[config.mk]
export PLATFORM = sky130hd
export DESIGN_NAME = rwdb_ram
export DESIGN_NICKNAME = d
export VERILOG_FILES = /design/src/rwdb_ram.sv
export SDC_FILE = /design/constraint.sdc
export NUM_CORES = 2
export LEC_CHECK = 0
export BUFFER_PORTS_ARGS = -buffer_cell sky130_fd_sc_hd__buf_2
export CELL_PAD_IN_SITES_DETAIL_PLACEMENT = 0
export CELL_PAD_IN_SITES_GLOBAL_PLACEMENT = 1
export CORE_ASPECT_RATIO = 0.9
export CORE_MARGIN = 2
export CORE_UTILIZATION = 56
export CTS_CLUSTER_DIAMETER = 100
export CTS_CLUSTER_SIZE = 14
export DETAILED_ROUTE_END_ITERATION = 8
export PLACE_DENSITY_LB_ADDON = 0.05
export SYNTH_ARGS = -nofsm -noshare
export SYNTH_HDL_FRONTEND = slang
export SYNTH_SLANG_ARGS = --single-unit
[constraint.sdc]
create_clock -name clk -period 2.52 [get_ports clk]
set_input_delay 0.252 -clock clk [delete_from_list [all_inputs] [get_ports clk]]
set_output_delay 0.252 -clock clk [all_outputs]
set_load 0.01 [all_outputs]
[src/rwdb_ram.sv]
// Generic single-port-write, single-port-read RAM with a registered read.
module rwdb_ram #(
	parameter int WIDTH = 8,
	parameter int DEPTH = 512
) (
	input  logic                     clk,
	input  logic                     we,
	input  logic [$clog2(DEPTH)-1:0] waddr,
	input  logic [WIDTH-1:0]         wdata,
	input  logic [$clog2(DEPTH)-1:0] raddr,
	output logic [WIDTH-1:0]         rdata
);

	logic [WIDTH-1:0] mem [DEPTH];
	logic [WIDTH-1:0] rdata_q;

	always_ff @(posedge clk) begin
		if (we) begin
			mem[waddr] <= wdata;
		end
		rdata_q <= mem[raddr];
	end

	assign rdata = rdata_q;

endmodule

==> flow_metrics.env <==
export IMPL_path_class="primary input to register"
export IMPL_clock_path_buffers=4
export IMPL_wl_um=435000
export IMPL_cp_start_kind="primary input"
export IMPL_avgSynthCellArea_um2=19.9
export IMPL_peakVddDrop_v=0.000799
export IMPL_place_gp_congestion=0.920
export IMPL_fin_util_pct=65.1
export IMPL_status="complete, but fails checks"
export IMPL_crit_required_ns=3.35
export IMPL_wl_per_cell_um=32.9
export IMPL_cpPeakStageDelay_ns=0.38
export IMPL_stdcell_count=13200
export IMPL_violations="negative setup slack"
export IMPL_worst_slew_margin_rel_pct=30.6
export IMPL_clkSlewWorstSetupHoldPaths_ns=0.06
export IMPL_synthArstFlopShare_pct=0
export IMPL_ys_seq_elements=4104
export IMPL_setup_viol=3
export IMPL_synth_simple_gate_area_share_pct=2.63
export IMPL_fin_crit_sh_pct=101
export IMPL_post_place_ws_ns=-1.29
export IMPL_cts_root_buf="clkbuf_16"
export IMPL_dp_hpwl_um=285000
export IMPL_syn_to_final_growth_pct=15.8
export IMPL_fp_row_count=186
export IMPL_grt_ovfl_total=0
export IMPL_ys_seq_area_share_pct=77.0
export IMPL_grt_use_total_pct=29.9
export IMPL_crit_top_cell="buf_4"
export IMPL_synth_area_leaders="edfxtp_1 (77%), mux4_2 (9.2%), mux2i_1 (5.0%)"
export IMPL_ios=36
export IMPL_drt_drc_violations_left=0
export IMPL_hold_class="primary input to register"
export IMPL_post_cts_setup_buffer_count=0
export IMPL_synthMuxAreaShare_pct=14.2
export IMPL_viasPerCell=6.47
export IMPL_yosys_warnings=0
export IMPL_path_cells="buf_16 -> buf_12 -> buf_4 -> buf_6 -> mux2i_1 -> o22ai_1 -> a2111oi_0 -> buf_4 -> a211oi_1 -> o311a_1 -> nor4b_4 -> buf_4 -> o2111a_1"
export IMPL_layout_drive_gt1_share_pct=28.0
export IMPL_initialDrtViolationCount=11500
export IMPL_fin_nets=9454
export IMPL_placed_cells=12800
export IMPL_synth_fp_nets=8058
export IMPL_worstPathMaxFanout=26
export IMPL_start_util_pct=56.2
export IMPL_leakage_nw=61.4
export IMPL_cp_arrival_ns=3.37
export IMPL_synth_xor_area_share_pct=0
export IMPL_fin_ws_ns=-0.0229
export IMPL_synth_top_cell_area_share_pct=76.9
export IMPL_cp_slowest_cell="a211oi_1"
export IMPL_grt_pass1_vias=84600
export IMPL_worstSetupEndpointType="register"
export IMPL_tightest_slew_ns=1.04
export IMPL_die_y_um=511
export IMPL_synth_adder_area_share_pct=0
export IMPL_power_per_cell_area_mw_per_mm2=701
export IMPL_grt_max_degree=118
export IMPL_drtPass1Iterations=6
export IMPL_synth_edff_count=4096
export IMPL_ys_flop_type="edfxtp_1"
export IMPL_io_buffer_count=35
export IMPL_cts_inserted_buffers=335
export IMPL_yosysUniqueCellTypes=51
export IMPL_netlist_instances=8030
export IMPL_synth_top_area_cell="edfxtp_1"
export IMPL_final_common_cell="edfxtp_1"
export IMPL_layout_min_cycle_time_ns=2.54
export IMPL_die_area_mm2=0.290
export IMPL_netlist_area_mm2=0.160
export IMPL_cts_tree="done"
export IMPL_maxCapViolCount=0
export IMPL_synth_compound_area_share_pct=4.31
export IMPL_fin_skew_ns=0.0411
export IMPL_cts_max_level=5
export IMPL_ant_nets=0
export IMPL_grt_antenna_before_repair=32
export IMPL_timing_fmax_mhz=393
export IMPL_hold_viol_final=0
export IMPL_rsz0062_at_grt="true"
export IMPL_final_cell_mix="edfxtp_1 (4,096), buf_4 (1,341), mux2i_1 (797), mux4_2 (654), nor2_1 (593)"
export IMPL_worst_skew_pair_late_latency_ns=0.89
export IMPL_grt_pass1_wl_um=618000
export IMPL_vias=85700
export IMPL_drv_slew=0
export IMPL_core_area_mm2=0.285
export IMPL_synth_top_family_by_area="multiplexers"
export IMPL_clock_sinks=4104
export IMPL_die_x_um=567
## kinds of logic (layout without fill, tap and decap cells)
group                  count (synthesis)  after routing
AND/OR/NAND/NOR                      980            980
buffers and inverters                516           1957
multiplexers                        1451           1451
AO/OA/AOI/OAI                        979            979
other                                  0              3
flip-flops                          4104           4104
## layout make-up
cell class                      instances  area, µm²
Antenna cell                            3       7.51
Clock buffer                          367       8610
Clock inverter                         15        205
Fill cell                           19200      99400
Inverter                                3       18.8
Multi-Input combinational cell       3410      34300
Sequential cell                      4104     123000
Tap cell                             3760       4700
Timing Repair Buffer                 1572      14200
## power by group
group	internal, mW	switching (mW)	leakage [nW]	total [mW]
Clock	24.1	22.5	4.31	46.5
Sequential	75.1	0.0846	36.9	75.2
Combinational	3.11	5.00	20.2	8.11
Total	102	27.5	61.4	130
## what timing repair did
action,CTS,global route
pin swaps,3,10
endpoints found under the setup margin,8,8
hold endpoints to repair,367,0
hold buffers,8,0
gates resized for setup,16,42
## worst paths after layout
path                                    endpoint  cells past startpoint                   from  slack [ns]
worst min-delay path            rdata[7]$_DFF_P_                      4               raddr[3]        0.15
worst max register to register  rdata[2]$_DFF_P_                      8  mem[445][2]$_DFFE_PP_        0.04
worst max-delay path            rdata[6]$_DFF_P_                     13               raddr[0]       -0.02
worst min register to register  rdata[2]$_DFF_P_                      6  mem[299][2]$_DFFE_PP_        1.13
## critical path: cells and delay by family
| family | cells | cell delay (ns) |
|---|---|---|
| AO/OA/AOI/OAI | 5 | 1.18 |
| buffers and inverters | 6 | 1.32 |
| multiplexers | 1 | 0.10 |
| AND/OR/NAND/NOR | 1 | 0.36 |
## synthesized netlist by cell type (41+ instances only)
library cell	instances
buf_6	64
mux2i_1	797
nor3_1	109
a22oi_1	61
o221ai_1	371
buf_4	70
a21oi_1	194
nand2_1	111
buf_1	41
mux4_2	654
clkbuf_1	265
buf_2	57
nor2_1	597
o22ai_1	163
edfxtp_1	4096
o21ai_0	118
## metrics by stage
step                setup TNS [ns]  hold slack, ns  power [mW]  instance area, µm²
global route               -0.0213           0.110         133              185000
detailed placement           -8.35           0.700        84.7              176000
global placement             -8.64           0.686        84.6              176000
floorplan                        0           0.351        80.2              160000
CTS                         -0.113          0.0803         131              185000
finish                     -0.0477           0.150         130              185000
## sequential cells by signal (all words and copies together), names as in the netlist
| signal | flops |
|---|---|
| mem | 4096 |
| rdata | 8 |
## per-layer routing
metal / GRT usage [%] / vias up / share of wire, %
met4: 9.16 / 6 / 3.3
met3: 4.65 / 623 / 9.0
met2: 45.0 / 4050 / 46
met1: 45.5 / 45100 / 42
li1: - / 35900 / -
met5: 0 / - / 0.0092
Power figures use the tool's default switching activity.
